[src/hw/rtl/afd_pkg.sv]
// shared types and constants for the arm instruction format decoder
package afd_pkg;

  // instruction format classes
  typedef enum logic [3:0] {
    ClsDataproc = 4'd0,
    ClsMrs      = 4'd1,
    ClsMsr      = 4'd2,
    ClsMul      = 4'd3,
    ClsMull     = 4'd4,
    ClsSwap     = 4'd5,
    ClsBx       = 4'd6,
    ClsHalf     = 4'd7,
    ClsSingle   = 4'd8,
    ClsBlock    = 4'd9,
    ClsBranch   = 4'd10,
    ClsSwi      = 4'd11,
    ClsCoproc   = 4'd12,
    ClsUndef    = 4'd13
  } fmt_class_e;

  // bits 27:4 of a branch and exchange
  localparam logic [23:0] BxPattern = 24'h12FFF1;

  // control bit masks per class
  localparam logic [6:0] CmaskMul      = 7'h03;
  localparam logic [6:0] CmaskMull     = 7'h07;
  localparam logic [6:0] CmaskSwap     = 7'h04;
  localparam logic [6:0] CmaskMrs      = 7'h04;
  localparam logic [6:0] CmaskMsr      = 7'h24;
  localparam logic [6:0] CmaskHalf     = 7'h1F;
  localparam logic [6:0] CmaskDpImm    = 7'h21;
  localparam logic [6:0] CmaskDpReg    = 7'h61;
  localparam logic [6:0] CmaskSingle   = 7'h3F;
  localparam logic [6:0] CmaskBlock    = 7'h1F;
  localparam logic [6:0] CmaskBranch   = 7'h10;

  // decoded fields of one instruction
  typedef struct packed {
    fmt_class_e  format_class;
    logic [3:0]  condition_code;
    logic [3:0]  operation_code;
    logic [3:0]  base_register;
    logic [3:0]  dest_register;
    logic [3:0]  rm_index;
    logic [3:0]  rs_index;
    logic [1:0]  shift_kind;
    logic [4:0]  shift_count;
    logic [6:0]  control_bits;
    logic [31:0] immediate_value;
  } afd_result_t;

endpackage

[src/hw/rtl/afd_decode.sv]
// combinational field decode of one arm-state instruction word
module afd_decode (
  input  logic [31:0]          word_i,
  output afd_pkg::afd_result_t result_o
);

  logic [2:0]  top;
  logic [3:0]  opc;
  logic [6:0]  raw;
  logic [6:0]  cmask;
  logic [31:0] rot_imm;
  logic [63:0] rot_wide;
  logic [4:0]  rot_amt;

  // rotated 8-bit immediate, a zero rotation leaves the constant as it is
  always_comb begin
    rot_amt  = {word_i[11:8], 1'b0};
    rot_wide = {24'd0, word_i[7:0], 24'd0, word_i[7:0]} >> rot_amt;
    rot_imm  = rot_wide[31:0];
  end

  assign top = word_i[27:25];
  assign opc = word_i[24:21];
  assign raw = {word_i[4], word_i[25:20]};

  // class selection and field extraction
  always_comb begin
    result_o                = '0;
    result_o.format_class   = afd_pkg::ClsUndef;
    result_o.condition_code = word_i[31:28];
    cmask                   = '0;
    unique case (top)
      3'd0, 3'd1: begin
        if (top == 3'd0 && word_i[27:4] == afd_pkg::BxPattern) begin
          result_o.format_class = afd_pkg::ClsBx;
          result_o.rm_index     = word_i[3:0];
        end else if (top == 3'd0 && word_i[7] && word_i[4]) begin
          if (word_i[6:5] == 2'd0) begin
            // multiply and swap space
            if (word_i[24:22] == 3'b000) begin
              result_o.format_class  = afd_pkg::ClsMul;
              result_o.dest_register = word_i[19:16];
              result_o.base_register = word_i[15:12];
              result_o.rs_index      = word_i[11:8];
              result_o.rm_index      = word_i[3:0];
              cmask                  = afd_pkg::CmaskMul;
            end else if (word_i[24:23] == 2'b01) begin
              result_o.format_class  = afd_pkg::ClsMull;
              result_o.base_register = word_i[19:16];
              result_o.dest_register = word_i[15:12];
              result_o.rs_index      = word_i[11:8];
              result_o.rm_index      = word_i[3:0];
              cmask                  = afd_pkg::CmaskMull;
            end else if (word_i[24:23] == 2'b10 && word_i[21:20] == 2'b00) begin
              result_o.format_class  = afd_pkg::ClsSwap;
              result_o.base_register = word_i[19:16];
              result_o.dest_register = word_i[15:12];
              result_o.rm_index      = word_i[3:0];
              cmask                  = afd_pkg::CmaskSwap;
            end
          end else begin
            // halfword and signed transfers
            result_o.format_class   = afd_pkg::ClsHalf;
            result_o.operation_code = {2'b00, word_i[6:5]};
            result_o.base_register  = word_i[19:16];
            result_o.dest_register  = word_i[15:12];
            cmask                   = afd_pkg::CmaskHalf;
            if (word_i[22]) begin
              result_o.immediate_value = {24'd0, word_i[11:8], word_i[3:0]};
            end else begin
              result_o.rm_index = word_i[3:0];
            end
          end
        end else if (opc[3:2] == 2'b10 && !word_i[20]) begin
          // psr transfer space
          if (!word_i[21]) begin
            if (top == 3'd0) begin
              result_o.format_class  = afd_pkg::ClsMrs;
              result_o.dest_register = word_i[15:12];
              cmask                  = afd_pkg::CmaskMrs;
            end
          end else begin
            result_o.format_class  = afd_pkg::ClsMsr;
            result_o.base_register = word_i[19:16];
            cmask                  = afd_pkg::CmaskMsr;
            if (top == 3'd1) begin
              result_o.immediate_value = rot_imm;
            end else begin
              result_o.rm_index = word_i[3:0];
            end
          end
        end else begin
          // data processing
          result_o.format_class   = afd_pkg::ClsDataproc;
          result_o.operation_code = opc;
          result_o.base_register  = word_i[19:16];
          result_o.dest_register  = word_i[15:12];
          if (top == 3'd1) begin
            result_o.immediate_value = rot_imm;
            cmask                    = afd_pkg::CmaskDpImm;
          end else begin
            result_o.rm_index   = word_i[3:0];
            result_o.shift_kind = word_i[6:5];
            cmask               = afd_pkg::CmaskDpReg;
            if (word_i[4]) begin
              result_o.rs_index = word_i[11:8];
            end else begin
              result_o.shift_count = word_i[11:7];
            end
          end
        end
      end
      3'd2, 3'd3: begin
        // single data transfer, register form with bit 4 set is undefined
        if (!(top == 3'd3 && word_i[4])) begin
          result_o.format_class  = afd_pkg::ClsSingle;
          result_o.base_register = word_i[19:16];
          result_o.dest_register = word_i[15:12];
          cmask                  = afd_pkg::CmaskSingle;
          if (top == 3'd2) begin
            result_o.immediate_value = {20'd0, word_i[11:0]};
          end else begin
            result_o.rm_index    = word_i[3:0];
            result_o.shift_kind  = word_i[6:5];
            result_o.shift_count = word_i[11:7];
          end
        end
      end
      3'd4: begin
        result_o.format_class    = afd_pkg::ClsBlock;
        result_o.base_register   = word_i[19:16];
        cmask                    = afd_pkg::CmaskBlock;
        result_o.immediate_value = {16'd0, word_i[15:0]};
      end
      3'd5: begin
        result_o.format_class    = afd_pkg::ClsBranch;
        cmask                    = afd_pkg::CmaskBranch;
        result_o.immediate_value = {8'd0, word_i[23:0]};
      end
      3'd7: begin
        if (word_i[24]) begin
          result_o.format_class    = afd_pkg::ClsSwi;
          result_o.immediate_value = {8'd0, word_i[23:0]};
        end else begin
          result_o.format_class = afd_pkg::ClsCoproc;
        end
      end
      default: begin
        result_o.format_class = afd_pkg::ClsCoproc;
      end
    endcase
    result_o.control_bits = raw & cmask;
  end

endmodule

[src/hw/rtl/arm_instruction_format_decoder.sv]
// arm-state instruction format decoder: input register, decode, result register
//
//   channel | handshake                | payload
//   --------+--------------------------+-----------------------------------
//   in      | in_valid_i / in_ready_o  | instruction_word_i
//   out     | out_valid_o / out_ready_i| format_class_o .. immediate_value_o
//
// one transaction per cycle while the output is not stalled; a taken word is
// held in the input register, then decoded into the result register, which offers it.
// reset empties both register stages; no other state is kept.
// a stalled output holds its result while the input register still takes one
// more word; in_ready_o falls only when both stages are full and stalled.
module arm_instruction_format_decoder (
  input  logic        clk_i,
  input  logic        rst_ni,
  input  logic        in_valid_i,
  output logic        in_ready_o,
  input  logic [31:0] instruction_word_i,
  output logic        out_valid_o,
  input  logic        out_ready_i,
  output logic [3:0]  format_class_o,
  output logic [3:0]  condition_code_o,
  output logic [3:0]  operation_code_o,
  output logic [3:0]  base_register_o,
  output logic [3:0]  dest_register_o,
  output logic [3:0]  rm_index_o,
  output logic [3:0]  rs_index_o,
  output logic [1:0]  shift_kind_o,
  output logic [4:0]  shift_count_o,
  output logic [6:0]  control_bits_o,
  output logic [31:0] immediate_value_o
);

  logic                 word_valid_q;
  logic [31:0]          word_q;
  logic                 res_valid_q;
  afd_pkg::afd_result_t res_q;
  afd_pkg::afd_result_t res_d;
  logic                 res_load;
  logic                 word_load;

  // stage hand-off
  assign res_load   = word_valid_q && (!res_valid_q || out_ready_i);
  assign in_ready_o = !word_valid_q || res_load;
  assign word_load  = in_valid_i && in_ready_o;

  // input register
  always_ff @(posedge clk_i or negedge rst_ni) begin
    if (!rst_ni) begin
      word_valid_q <= 1'b0;
    end else if (in_ready_o) begin
      word_valid_q <= in_valid_i;
    end
  end

  always_ff @(posedge clk_i) begin
    if (word_load) begin
      word_q <= instruction_word_i;
    end
  end

  // field decode
  afd_decode u_decode (
    .word_i   (word_q),
    .result_o (res_d)
  );

  // result register
  always_ff @(posedge clk_i or negedge rst_ni) begin
    if (!rst_ni) begin
      res_valid_q <= 1'b0;
    end else if (res_load) begin
      res_valid_q <= 1'b1;
    end else if (out_ready_i) begin
      res_valid_q <= 1'b0;
    end
  end

  always_ff @(posedge clk_i) begin
    if (res_load) begin
      res_q <= res_d;
    end
  end

  // outputs
  assign out_valid_o       = res_valid_q;
  assign format_class_o    = res_q.format_class;
  assign condition_code_o  = res_q.condition_code;
  assign operation_code_o  = res_q.operation_code;
  assign base_register_o   = res_q.base_register;
  assign dest_register_o   = res_q.dest_register;
  assign rm_index_o        = res_q.rm_index;
  assign rs_index_o        = res_q.rs_index;
  assign shift_kind_o      = res_q.shift_kind;
  assign shift_count_o     = res_q.shift_count;
  assign control_bits_o    = res_q.control_bits;
  assign immediate_value_o = res_q.immediate_value;

  // an accepted word always lands in the input register
  a_word_taken : assert property (@(posedge clk_i) disable iff (!rst_ni)
    word_load |=> word_valid_q)
    else $error("accepted word not held in input register");

  // a decoded word carries its own condition field to the result
  a_cond_kept : assert property (@(posedge clk_i) disable iff (!rst_ni)
    res_load |=> (out_valid_o && condition_code_o == $past(word_q[31:28])))
    else $error("condition field lost between stages");

  // a stalled result stays offered
  a_no_drop : assert property (@(posedge clk_i) disable iff (!rst_ni)
    (out_valid_o && !out_ready_i) |=> out_valid_o)
    else $error("stalled result dropped");

  // classes with no control meaning report none
  a_ctrl_zero : assert property (@(posedge clk_i) disable iff (!rst_ni)
    (out_valid_o && (format_class_o == afd_pkg::ClsBx
                     || format_class_o == afd_pkg::ClsSwi
                     || format_class_o == afd_pkg::ClsCoproc
                     || format_class_o == afd_pkg::ClsUndef))
    |-> control_bits_o == 7'd0)
    else $error("control bits set for a class without them");

endmodule
[config.mk]
export PLATFORM = sky130hd
export DESIGN_NAME = arm_instruction_format_decoder
export DESIGN_NICKNAME = d
export VERILOG_FILES = /design/src/hw/rtl/afd_pkg.sv /design/src/hw/rtl/afd_decode.sv /design/src/hw/rtl/arm_instruction_format_decoder.sv
export SDC_FILE = /design/constraint.sdc
export NUM_CORES = 1
export LEC_CHECK = 0
export BUFFER_PORTS_ARGS = -buffer_cell sky130_fd_sc_hd__buf_2
export CORE_MARGIN = 3
export CORE_UTILIZATION = 25
export CTS_CLUSTER_DIAMETER = 120
export DETAILED_ROUTE_END_ITERATION = 8
export GPL_TIMING_DRIVEN = 0
export PLACE_DENSITY = 0.51
export SYNTH_ARGS = -nofsm -noshare
export SYNTH_HDL_FRONTEND = slang
export SYNTH_HIERARCHICAL = 1
export SYNTH_SLANG_ARGS = --single-unit
[constraint.sdc]
create_clock -name clk_i -period 3.7 [get_ports clk_i]
set_input_delay 0.185 -clock clk_i [delete_from_list [all_inputs] [get_ports clk_i]]
set_output_delay 0.185 -clock clk_i [all_outputs]
set_load 0.005 [all_outputs]
Word level (Yosys, flattened, before mapping). Index checks and enable logic that the tools add are counted.

Bitwise operators: 2. Muxes and demuxes: 70. Equal/unequal tests: 9. Reductions and logical operators: 21. Shift-type cells: 1.

Operator list (count): 32-bit 2-to-1 mux (7); 32-bit one-hot mux with 5 select lines (1); 4-bit 2-to-1 mux (21); 12-bit 2-to-1 mux (6); 7-bit 2-to-1 mux (10); 15-bit 2-to-1 mux (3); 40-bit by 5-bit >> shifter with 32-bit output (1); 7-bit one-hot mux with 4 select lines (1); 24-bit by 21-bit == test with 1-bit output, second input constant (1); 24-bit 2-to-1 mux (1); 20-bit 2-to-1 mux (1); 4-bit one-hot mux with 5 select lines (1); 16-bit 2-to-1 mux (1); 8-bit 2-to-1 mux (2); 8-bit one-hot mux with 2 select lines (1); 3-bit 2-to-1 mux (5); 7-bit one-hot mux with 2 select lines (1); 6-bit 2-to-1 mux (2); 4-bit one-hot mux with 3 select lines (1); 11-bit 2-to-1 mux (1); 3-bit == test, second input constant (3); 1-bit logical AND (8); 7-bit AND (1); 3-bit by 2-bit == test with 1-bit output, second input constant (2); 13 further kinds (21).

Bits in registers: 108. Word-level logic and storage cells: 117.

Longest topological paths before layout. Gate-level depths: netlist of run 1.

Depth in word-level cells: 10. Mapped depth: 7.

Cells and area by module. Netlist of run 1, hierarchy kept.

By module, submodules not included: arm_instruction_format_decoder (cells an instance 114, instances 1, sequential area each 3233.1 um^2, area each 3286.9 um^2); afd_decode (cells an instance 273, instances 1, sequential area each 0.0 um^2, area each 1636.6 um^2).

Least setup slack after synthesis of run 1. Ideal clock, no wire load.

Path type: register to register. Start point: reg res_valid_q (netlist: out_valid_o). End point: reg res_q (netlist bit base_register_o[0]), enable pin. Stages on the path, launching flop included: 3. Data arrival time: 2.252 ns. Clock period less this slack: 2.692 ns. Slack: 1.008 ns. Data required time: 3.260 ns. Library setup time: 0.440 ns. Cell sequence: dfrtp_1 nand2b_1 and2_1.

Longest elaborated chain between the ends: 3.

Ends and longest elaborated chain: from (decl) (RTL line arm_instruction_format_decoder.sv:36) `logic res_valid_q;`; from (signal assigned) (RTL line arm_instruction_format_decoder.sv:71) `res_valid_q <= 1'b0;`; from (signal assigned) (RTL line arm_instruction_format_decoder.sv:73) `res_valid_q <= 1'b1;`; from (signal assigned) (RTL line arm_instruction_format_decoder.sv:75) `res_valid_q <= 1'b0;`; 1-bit zero test (RTL line arm_instruction_format_decoder.sv:43) `assign res_load = word_valid_q && (!res_valid_q || out_ready_i);`; 1-bit logical OR (RTL line arm_instruction_format_decoder.sv:43); 1-bit logical AND (RTL line arm_instruction_format_decoder.sv:43); net res_load (RTL line arm_instruction_format_decoder.sv:39) `logic res_load;`; to (signal assigned) (RTL line arm_instruction_format_decoder.sv:81) `res_q <= res_d;`; to (decl) (RTL line arm_instruction_format_decoder.sv:37) `afd_pkg::afd_result_t res_q;`.

The timed path passes the listed nets, and every way through them passes these cells. A chain may end at the register's enable or synchronous reset.

==> impl_metrics.yaml, run 1 <==
floorplanning:
  die_area_mm2: 0.0214
  ios: 112
  core_area_mm2: 0.0190
  die_w_um: 146
  die_y_um: 146
  start_util: 0.259
  rows: 50
clocking:
  cts_sinks: 108
  clkTransAtPathRegs_ns: 0.08
  htree_num_levels: 3
  post_cts_resized: 0
  clock_path_buffers: 2
  post_cts_buffers: 0
  cts_buffers: 9
  clk_latency_ns: 0.36
  ctsRootBufferMaster: "clkbuf_16"
  cts_tree: "done"
route:
  drc: 0
  routed.top_layer: "met4"
  avgRoutedWirePerCell_um: 18.4
  ant_nets: 0
  wl_met1_mm: 6.87
  viasPerCell: 4.78
  drt_iter0_markers: 408
  wl_met2_mm: 6.77
  wl_met3_mm: 1.04
  vias: 3843
  dr.pass1.iters: 5
  drt-total-wl_mm: 14.8
power:
  p_sw_frac: 0.252
  vdd_drop_max_mv: 0.220
  power_density_mw_per_mm2: 447
  p_leak_nw: 2.44
  p_comb_frac: 0.130
  clockPowerShare: 0.343
  switching_power_mw: 0.722
  cell_internal_pwr_mw: 2.14
  pwr-share-seq: 0.527
placed_design:
  portBuffers: 111
  dpl_worst_slack_ns: 1.03
  dpl.cell_count: 759
  gp_congestion: 0.865
  dpl_cell_area_mm2: 0.00583
  hpwlAfterDp_mm: 10.9
synthesis:
  synth-xor-area-share: 0
  synth_area_mm2: 0.00492
  synth_fa_ha_area_frac: 0
  synth_cells: 387
  synth_edf_count: 106
  synth_simple_gate_area_frac: 0.155
  synth_cell_types: 60
  yosys_warnings: 6
  ys_ff_latch: 108
  muxShareOfSynthArea: 0.0183
  synth_compound_area_frac: 0.139
  synth_top_family_by_area: "simple AND/OR/NAND/NOR gates"
  ys_seq_area_frac: 0.657
  synth_fp_nets: 423
  async_reset_ff_frac: 0.0185
  syn_area_per_cell_um2: 12.7
  synth_ff_type: "edfxtp_1"
setup_path:
  crit_slowest_cell: "clkbuf_1"
  critical_path.cell_chain: "clkbuf_1 -> nand3b_1 -> nor2_1 -> clkbuf_1 -> o211ai_1 -> a22o_1"
  cp_top_family: "buffers and inverters"
  crit_type: "flip-flop to flip-flop"
  cp_max_fo: 10
  cp.required_ns: 3.82
  crit_path_end_kind: "flip-flop"
  crit_start: "word_q[7]$_DFFE_PP_"
  cp-start-kind: "flip-flop"
  crit_buf_inv: 2
  arrival_ns: 2.87
  cpMostUsedCell: "clkbuf_1"
  r2r_start: "word_q[7]$_DFFE_PP_"
  slowest_delay_ns: 0.49
timing:
  worst_slack_ns: 0.955
  drv_slew: 0
  hold_slack_ns: 0.00811
  finalSetupViolations: 0
  worst_pin_slew_ns: 0.915
  grt_setup_unrepaired: "false"
  fin_setup_tns_ns: 0
  min_period_ns: 2.75
  slew_headroom: 0.390
  final-hold-violation-count: 0
  max_clock_freq_ghz: 0.364
  finalCritPeriodShare: 0.742
  fin_skew_ns: 0.0102
outcome:
  status: "completed"
hold_path:
  min_path_type: "input port to flip-flop"
  min_from: "instruction_word_i[24]"
grt:
  grtUsageTotal: 0.137
  grt_pass1_vias: 3814
  overflow: 0
  grt_max_degree: 45
  antenna_found_initial: 0
  grt_pass1_wl_mm: 22.8
layout:
  nets: 574
  multiInputGateArea_mm2: 0.00154
  seq_area_mm2: 0.00323
  final_cells: 804
  drive_gt1_frac: 0.267
  fill_cells: 1970
  areaGrowthSynthToFinish_pct: 30.1
  fin_area_mm2: 0.00641
flow_run:
  drv_cap: 0
-- cell usage after synthesis (6+ instances only) --
master | count | area (µm²)
o22ai_1 | 7 | 43.8
o21ai_0 | 21 | 105
edfxtp_1 | 106 | 3180
a21oi_1 | 14 | 70.1
nand3_1 | 12 | 60.1
clkbuf_1 | 15 | 56.3
nand2_1 | 33 | 124
nor3_1 | 6 | 30.0
and3_1 | 11 | 68.8
mux2i_1 | 9 | 90.1
nor2_1 | 30 | 113
a22o_1 | 14 | 123
and2_1 | 17 | 106
-- kinds of logic (layout without fill, tap and decap cells) --
logic type,after synthesis,count (layout)
compound gates,96,96
buf+inv,31,187
flops,108,108
mux,9,9
other cells,0,1
simple gates,143,143
-- cell usage in the layout (no fill, tap or decap), types with 3 or more instances in the layout --
master / Yosys / layout
a21oi_1: 14 / 14
a221o_1: 4 / 4
a22o_1: 14 / 14
a32o_1: 4 / 4
and2_1: 17 / 16
and3_1: 11 / 11
buf_2: 2 / 113
buf_4: 5 / 5
clkbuf_1: 15 / 15
clkbuf_16: 0 / 9
dlygate4sd3_1: 0 / 28
edfxtp_1: 106 / 106
inv_1: 5 / 5
inv_6: 0 / 3
mux2i_1: 9 / 9
nand2_1: 33 / 33
nand2b_1: 5 / 5
nand3_1: 12 / 12
nor2_1: 30 / 30
nor2b_1: 5 / 5
nor3_1: 6 / 6
o211ai_1: 3 / 3
o21ai_0: 21 / 21
o22ai_1: 7 / 7
or3_1: 5 / 5
-- sequential cells by signal (all words and copies together) (netlist names) --
| name | cells |
|---|---|
| immediate_value_o | 32 |
| word_q | 32 |
| control_bits_o | 7 |
| shift_count_o | 5 |
| base_register_o | 4 |
| condition_code_o | 4 |
| dest_register_o | 4 |
| format_class_o | 4 |
| operation_code_o | 4 |
| rm_index_o | 4 |
| rs_index_o | 4 |
| shift_kind_o | 2 |
| out_valid_o | 1 |
| word_valid_q | 1 |
-- per-stage QoR --
stage                      util  power [mW]
after floorplan               -        1.71
after global placement    0.305        1.89
after detailed placement  0.306        1.89
after CTS                 0.337        2.90
after global routing      0.337        3.00
final                     0.337        2.86
-- layer usage --
layer,GRT usage,vias up
met5,0,-
met4,0.0357,0
met3,0.0335,15
li1,-,1801
met1,0.198,1866
met2,0.208,161
-- cell type report --
class / instances / share of cell area
Clock buffer: 9 / 0.0351
Tap cell: 260 / 0.0508
Multi-Input combinational cell: 248 / 0.240
Buffer: 25 / 0.0203
Antenna cell: 1 / 0.000391
Clock inverter: 7 / 0.0113
Inverter: 6 / 0.00351
Sequential cell: 108 / 0.505
Timing Repair Buffer: 140 / 0.134
-- timing repair --
action                                  CTS  global route
hold buffers                             28             0
endpoints found under the setup margin    0             0
hold endpoints to repair                 29             0
-- power groups by stage --
stage	clock network [mW]	registers (mW)	logic [mW]
after detailed placement	0	1.54	0.352
after floorplan	0	1.53	0.180
final	0.981	1.51	0.373
after global placement	0	1.54	0.344
after CTS	1.01	1.51	0.375
after global routing	1.07	1.52	0.410
-- path summary, 6_finish.rpt --
check                                           endpoint  slack, ns  depth (start not counted)
min in group asynchronous        out_valid_o$_DFFE_PN0P_       0.12                          2
max in group asynchronous       word_valid_q$_DFFE_PN0P_       3.48                          2
setup / recovery            dest_register_o[0]$_DFFE_PP_       0.95                          6
hold / removal                      word_q[24]$_DFFE_PP_      0.008                          1
hold reg to reg            condition_code_o[1]$_DFFE_PP_       0.52                          1
setup reg to reg            dest_register_o[0]$_DFFE_PP_       0.95                          6
Power figures use the tool's default switching activity.
==> run 2, diff against run 1 <==
Settings changed: PLACE_DENSITY 0.51 to 0.53.
Clock period 3.7 ns to 2.45 ns, I/O delays scaled along.
==> run 2 against run 1 <==
Effect of this change:
- via count increased by 1.5%
- register-to-register slack got worse by 0.87 ns
- power grew 52%
- clock power is 51% higher
- first-iteration DRC count is 0.98% higher
- sequential power is 51% higher
- flip-flop and latch count unchanged
- clock skew increased by 0.0049 ns
- die area unchanged
- critical path depth is 1 lower
==> impl_metrics.yaml, run 2 (same netlist as run 1, synthesis figures left out) <==
timing:
  grt_setup_unrepaired: "true"
  finalSetupViolations: 0
  fin_skew_ns: 0.0151
  drv_slew: 0
  max_clock_freq_ghz: 0.424
  min_period_ns: 2.36
  finalCritPeriodShare: 0.964
  final-hold-violation-count: 0
  slew_headroom: 0.391
  worst_pin_slew_ns: 0.913
grt:
  grt_pass1_wl_mm: 22.8
  antenna_found_initial: 0
  grt_max_degree: 46
  overflow: 0
  grt_pass1_vias: 3891
  grtUsageTotal: 0.138
clocking:
  cts_tree: "done"
  clkTransAtPathRegs_ns: 0.07
  clock_path_buffers: 2
  cts_buffers: 9
  htree_num_levels: 3
  clk_latency_ns: 0.36
  cts_sinks: 108
  ctsRootBufferMaster: "clkbuf_16"
layout:
  areaGrowthSynthToFinish_pct: 32.3
  final_cells: 809
  fill_cells: 1959
  nets: 580
  final_common_cell: "buf_2"
  final_cell_mix: "buf_2 (113), edfxtp_1 (106), dlygate4sd3_1 (34), nand2_1 (33), nor2_1 (29)"
  drive_gt1_frac: 0.273
  insertedDiodeCount: 0
route:
  dr.pass1.iters: 5
  viasPerCell: 4.82
  drt_iter0_markers: 412
  drc: 0
  vias: 3901
  avgRoutedWirePerCell_um: 18.3
  drt-total-wl_mm: 14.8
  ant_nets: 0
setup_path:
  crit_slowest_cell: "edfxtp_1"
  cp.required_ns: 2.55
  cp-start-kind: "flip-flop"
  r2r_setup_slack_ns: 0.09
  critical_path.cell_chain: "clkbuf_1 -> o22ai_1 -> o21bai_1 -> and2_1 -> a221o_1"
  slowest_delay_ns: 0.44
  cp_top_family: "compound AO/OA/AOI/OAI gates"
  crit_path_end_kind: "flip-flop"
  crit_type: "flip-flop to flip-flop"
  arrival_ns: 2.46
  crit_buf_inv: 1
  cp_max_fo: 10
floorplanning:
  die_w_um: 146
  die_area_mm2: 0.0214
  core_area_mm2: 0.0190
  rows: 50
  die_y_um: 146
  start_util: 0.259
  ios: 112
power:
  p_leak_nw: 2.49
  p_total_mw: 4.34
  power_density_mw_per_mm2: 666
  vdd_drop_max_mv: 0.348
placed_design:
  portBuffers: 111
  dpl.cell_count: 759
  hpwlAfterDp_mm: 10.9
  gp_congestion: 0.832
hold_path:
  min_path_type: "input port to flip-flop"
flow_run:
  drv_cap: 0
outcome:
  status: "completed"
==> run 2: worst reg2reg max path: stages, from the launching register on <==
cell and delay (ns):
edfxtp_1 0.44, clkbuf_1 0.40, o22ai_1 0.40, o21bai_1 0.40
and2_1 0.22, a221o_1 0.26
==> run 2: per-stage QoR <==
stage	util	TNS, ns	setup slack [ns]	area, µm²	hold WS [ns]
2_1_floorplan	-	0	0.424	4920	-0.173
3_3_place_gp	0.305	-1.84	-0.228	5810	-0.0927
3_5_place_dp	0.306	-1.34	-0.210	5830	-0.0882
4_1_cts	0.340	0	0.0281	6470	0.0461
5_1_grt	0.343	0	0.000180	6520	0.0687
6_report	0.343	0	0.0894	6520	0.0626
==> run 2: layout make-up <==
type,instances,area (µm²),area share
inverter,6,22.5,0.00346
tap,260,325,0.0499
buffer,23,124,0.0190
clock buffer,10,229,0.0351
sequential,108,3230,0.496
timing repair buffer,148,943,0.145
clock inverter,6,70.1,0.0108
multi-input combinational,248,1570,0.241
==> run 2: power breakdown <==
group | switching, mW | total, mW | leakage (nW) | internal (mW)
clock | 0.674 | 1.48 | 0.143 | 0.804
combinational | 0.333 | 0.578 | 1.28 | 0.245
sequential | 0.0797 | 2.28 | 1.07 | 2.20
total | 1.09 | 4.34 | 2.49 | 3.25
==> run 2: routing by layer <==
metal	track usage	up-vias	routed length (µm)
met5	0	-	0
met4	0.0517	0	261
met3	0.0264	18	1010
met2	0.208	188	6740
met1	0.199	1890	6770
li1	-	1805	-
==> run 2: repair_timing <==
item,4_1_cts,5_1_grt
hold buffers,34,0
pin swaps,0,1
hold endpoints to repair,35,0
resized for setup,2,4
endpoints found under the setup margin,13,17
setup buffers,0,2
==> run 2: worst paths after layout <==
check                                           from                              to  cells after the start
worst min-delay path                     out_ready_i        word_valid_q$_DFFE_PN0P_                      3
worst max-delay path            word_q[25]$_DFFE_PP_  immediate_value_o[2]$_DFFE_PP_                      5
max in group asynchronous                     rst_ni        word_valid_q$_DFFE_PN0P_                      2
min in group asynchronous                     rst_ni         out_valid_o$_DFFE_PN0P_                      2
worst max register to register  word_q[25]$_DFFE_PP_  immediate_value_o[2]$_DFFE_PP_                      5
worst min register to register  word_q[31]$_DFFE_PP_   condition_code_o[3]$_DFFE_PP_                      1
==> run 3, diff against run 2 <==
Settings changed: GPL_TIMING_DRIVEN 0 to default.
==> run 3 against run 2 <==
Effect of this change:
- count of clock-buffer cells in the layout is 1 lower
- power is 5.1% higher
- clock skew fell by 0.0044 ns
- via count decreased by 1.4%
- first-iteration DRC count down 26%
- sequential power hardly changed
- core utilization rose by 0.49 points
==> impl_metrics.yaml, run 3 (same netlist as run 1, synthesis figures left out) <==
outcome:
  status: "completed"
setup_path:
  crit_type: "flip-flop to flip-flop"
  cp-start-kind: "flip-flop"
  arrival_ns: 2.29
  crit_path_end_kind: "flip-flop"
  critical_path.cell_chain: "nor4b_2 -> buf_4 -> or3_1 -> o21ai_0 -> o21ai_2 -> a22o_1"
  cp.required_ns: 2.56
  r2r_setup_slack_ns: 0.26
  crit_buf_inv: 1
  rr_worst_depth: 6
  crit_slowest_cell: "edfxtp_1"
  cp_max_fo: 7
  cp_top_family: "simple AND/OR/NAND/NOR gates"
  slowest_delay_ns: 0.51
  r2r_end: "base_register_o[1]$_DFFE_PP_"
  r2r_start: "word_q[24]$_DFFE_PP_"
placed_design:
  hpwlAfterDp_mm: 10.8
  gp_congestion: 0.871
  portBuffers: 111
  dpl_cell_area_mm2: 0.00592
timing:
  fin_skew_ns: 0.0106
  min_period_ns: 2.19
  final-hold-violation-count: 0
  grt_setup_unrepaired: "false"
  max_clock_freq_ghz: 0.457
  drv_slew: 0
  slew_headroom: 0.582
  worst_pin_slew_ns: 0.619
  fin_setup_tns_ns: 0
  finalCritPeriodShare: 0.892
  finalSetupViolations: 0
hold_path:
  holdPathEnd: "out_valid_o$_DFFE_PN0P_"
  holdPathStages: 3
  min_from: "out_ready_i"
  min_path_type: "input port to flip-flop"
power:
  p_leak_nw: 2.58
  p_total_mw: 4.56
  power_density_mw_per_mm2: 689
  vdd_drop_max_mv: 0.319
layout:
  fill_cells: 1954
  drive_gt1_frac: 0.301
  final_cell_mix: "buf_2 (111), edfxtp_1 (106), dlygate4sd3_1 (34), nand2_1 (33)"
  nets: 585
  fin_area_mm2: 0.00661
  areaGrowthSynthToFinish_pct: 34.2
  insertedDiodeCount: 0
  final_common_cell: "buf_2"
route:
  ant_nets: 0
  drt_iter0_markers: 303
  viasPerCell: 4.73
  dr.pass1.iters: 5
  vias: 3848
  drc: 0
  avgRoutedWirePerCell_um: 18.2
  drt-total-wl_mm: 14.8
grt:
  grtUsageTotal: 0.141
  grt_max_degree: 42
  grt_pass1_wl_mm: 23.4
  grt_pass1_vias: 3896
  antenna_found_initial: 0
  overflow: 0
floorplanning:
  core_area_mm2: 0.0190
  start_util: 0.259
  die_w_um: 146
  ios: 112
  rows: 50
  die_y_um: 146
  die_area_mm2: 0.0214
clocking:
  cts_buffers: 9
  clock_path_buffers: 2
  ctsRootBufferMaster: "clkbuf_16"
  htree_num_levels: 3
  clkTransAtPathRegs_ns: 0.07
  clk_latency_ns: 0.36
  post_cts_resized: 0
  cts_tree: "done"
  cts_sinks: 108
flow_run:
  drv_cap: 0
==> run 3: how the worst max path moves through the flow <==
stage                                      end                 start  cells after the start  slack, ns
2_1_floorplan  immediate_value_o[18]$_DFFE_PP_  word_q[23]$_DFFE_PP_                      5       0.42
3_3_place_gp   immediate_value_o[18]$_DFFE_PP_  word_q[23]$_DFFE_PP_                      4       0.30
3_5_place_dp   immediate_value_o[18]$_DFFE_PP_  word_q[23]$_DFFE_PP_                      4       0.28
4_1_cts        immediate_value_o[18]$_DFFE_PP_  word_q[23]$_DFFE_PP_                      4       0.28
5_1_grt           base_register_o[1]$_DFFE_PP_  word_q[24]$_DFFE_PP_                      6       0.14
6_report          base_register_o[1]$_DFFE_PP_  word_q[24]$_DFFE_PP_                      6       0.26
==> run 3: timing repair <==
| item | CTS | global route |
|---|---|---|
| hold buffers | 34 | 0 |
| setup buffers | 0 | 0 |
| endpoints found under the setup margin | 0 | 0 |
| endpoints found under the hold margin | 35 | 0 |
==> run 3: routing by layer <==
metal	wire, µm	global-route usage	part of all wire	vias to the layer above
met5	0	0	0	-
met4	261	0.0442	0.018	0
met3	840	0.0326	0.057	14
met2	6750	0.212	0.46	159
met1	6930	0.204	0.47	1862
li1	-	-	-	1813
==> run 3: area by class of cell <==
type,count,area (µm²),share of cell area
flip-flops and latches,108,3230,0.489
clock inverters,7,121,0.0184
well taps,260,325,0.0492
repair buffers,176,1140,0.173
multi-input cells,248,1540,0.233
inverters,6,22.5,0.00341
clock buffers,9,225,0.0341
==> run 3: power breakdown <==
part           internal (mW)  switching, mW
Sequential              2.20         0.0727
Clock                   1.01          0.681
Combinational          0.260          0.336
Total                   3.47           1.09
==> run 3: worst reg2reg max path, cell delays in order (launching register included) <==
cell and delay (ns):
edfxtp_1 0.51, nor4b_2 0.23, buf_4 0.17, or3_1 0.41, o21ai_0 0.24, o21ai_2 0.13, a22o_1 0.25
==> run 3: stage by stage <==
stage / instances / hold WS, ns / setup slack, ns / util
after floorplan: 387 / -0.173 / 0.424 / -
after global placement: 764 / -0.0922 / 0.295 / 0.311
after detailed placement: 764 / -0.0869 / 0.281 / 0.311
after CTS: 814 / 0.0393 / 0.275 / 0.348
after global routing: 814 / 0.0634 / 0.140 / 0.348
final: 814 / 0.0588 / 0.264 / 0.348
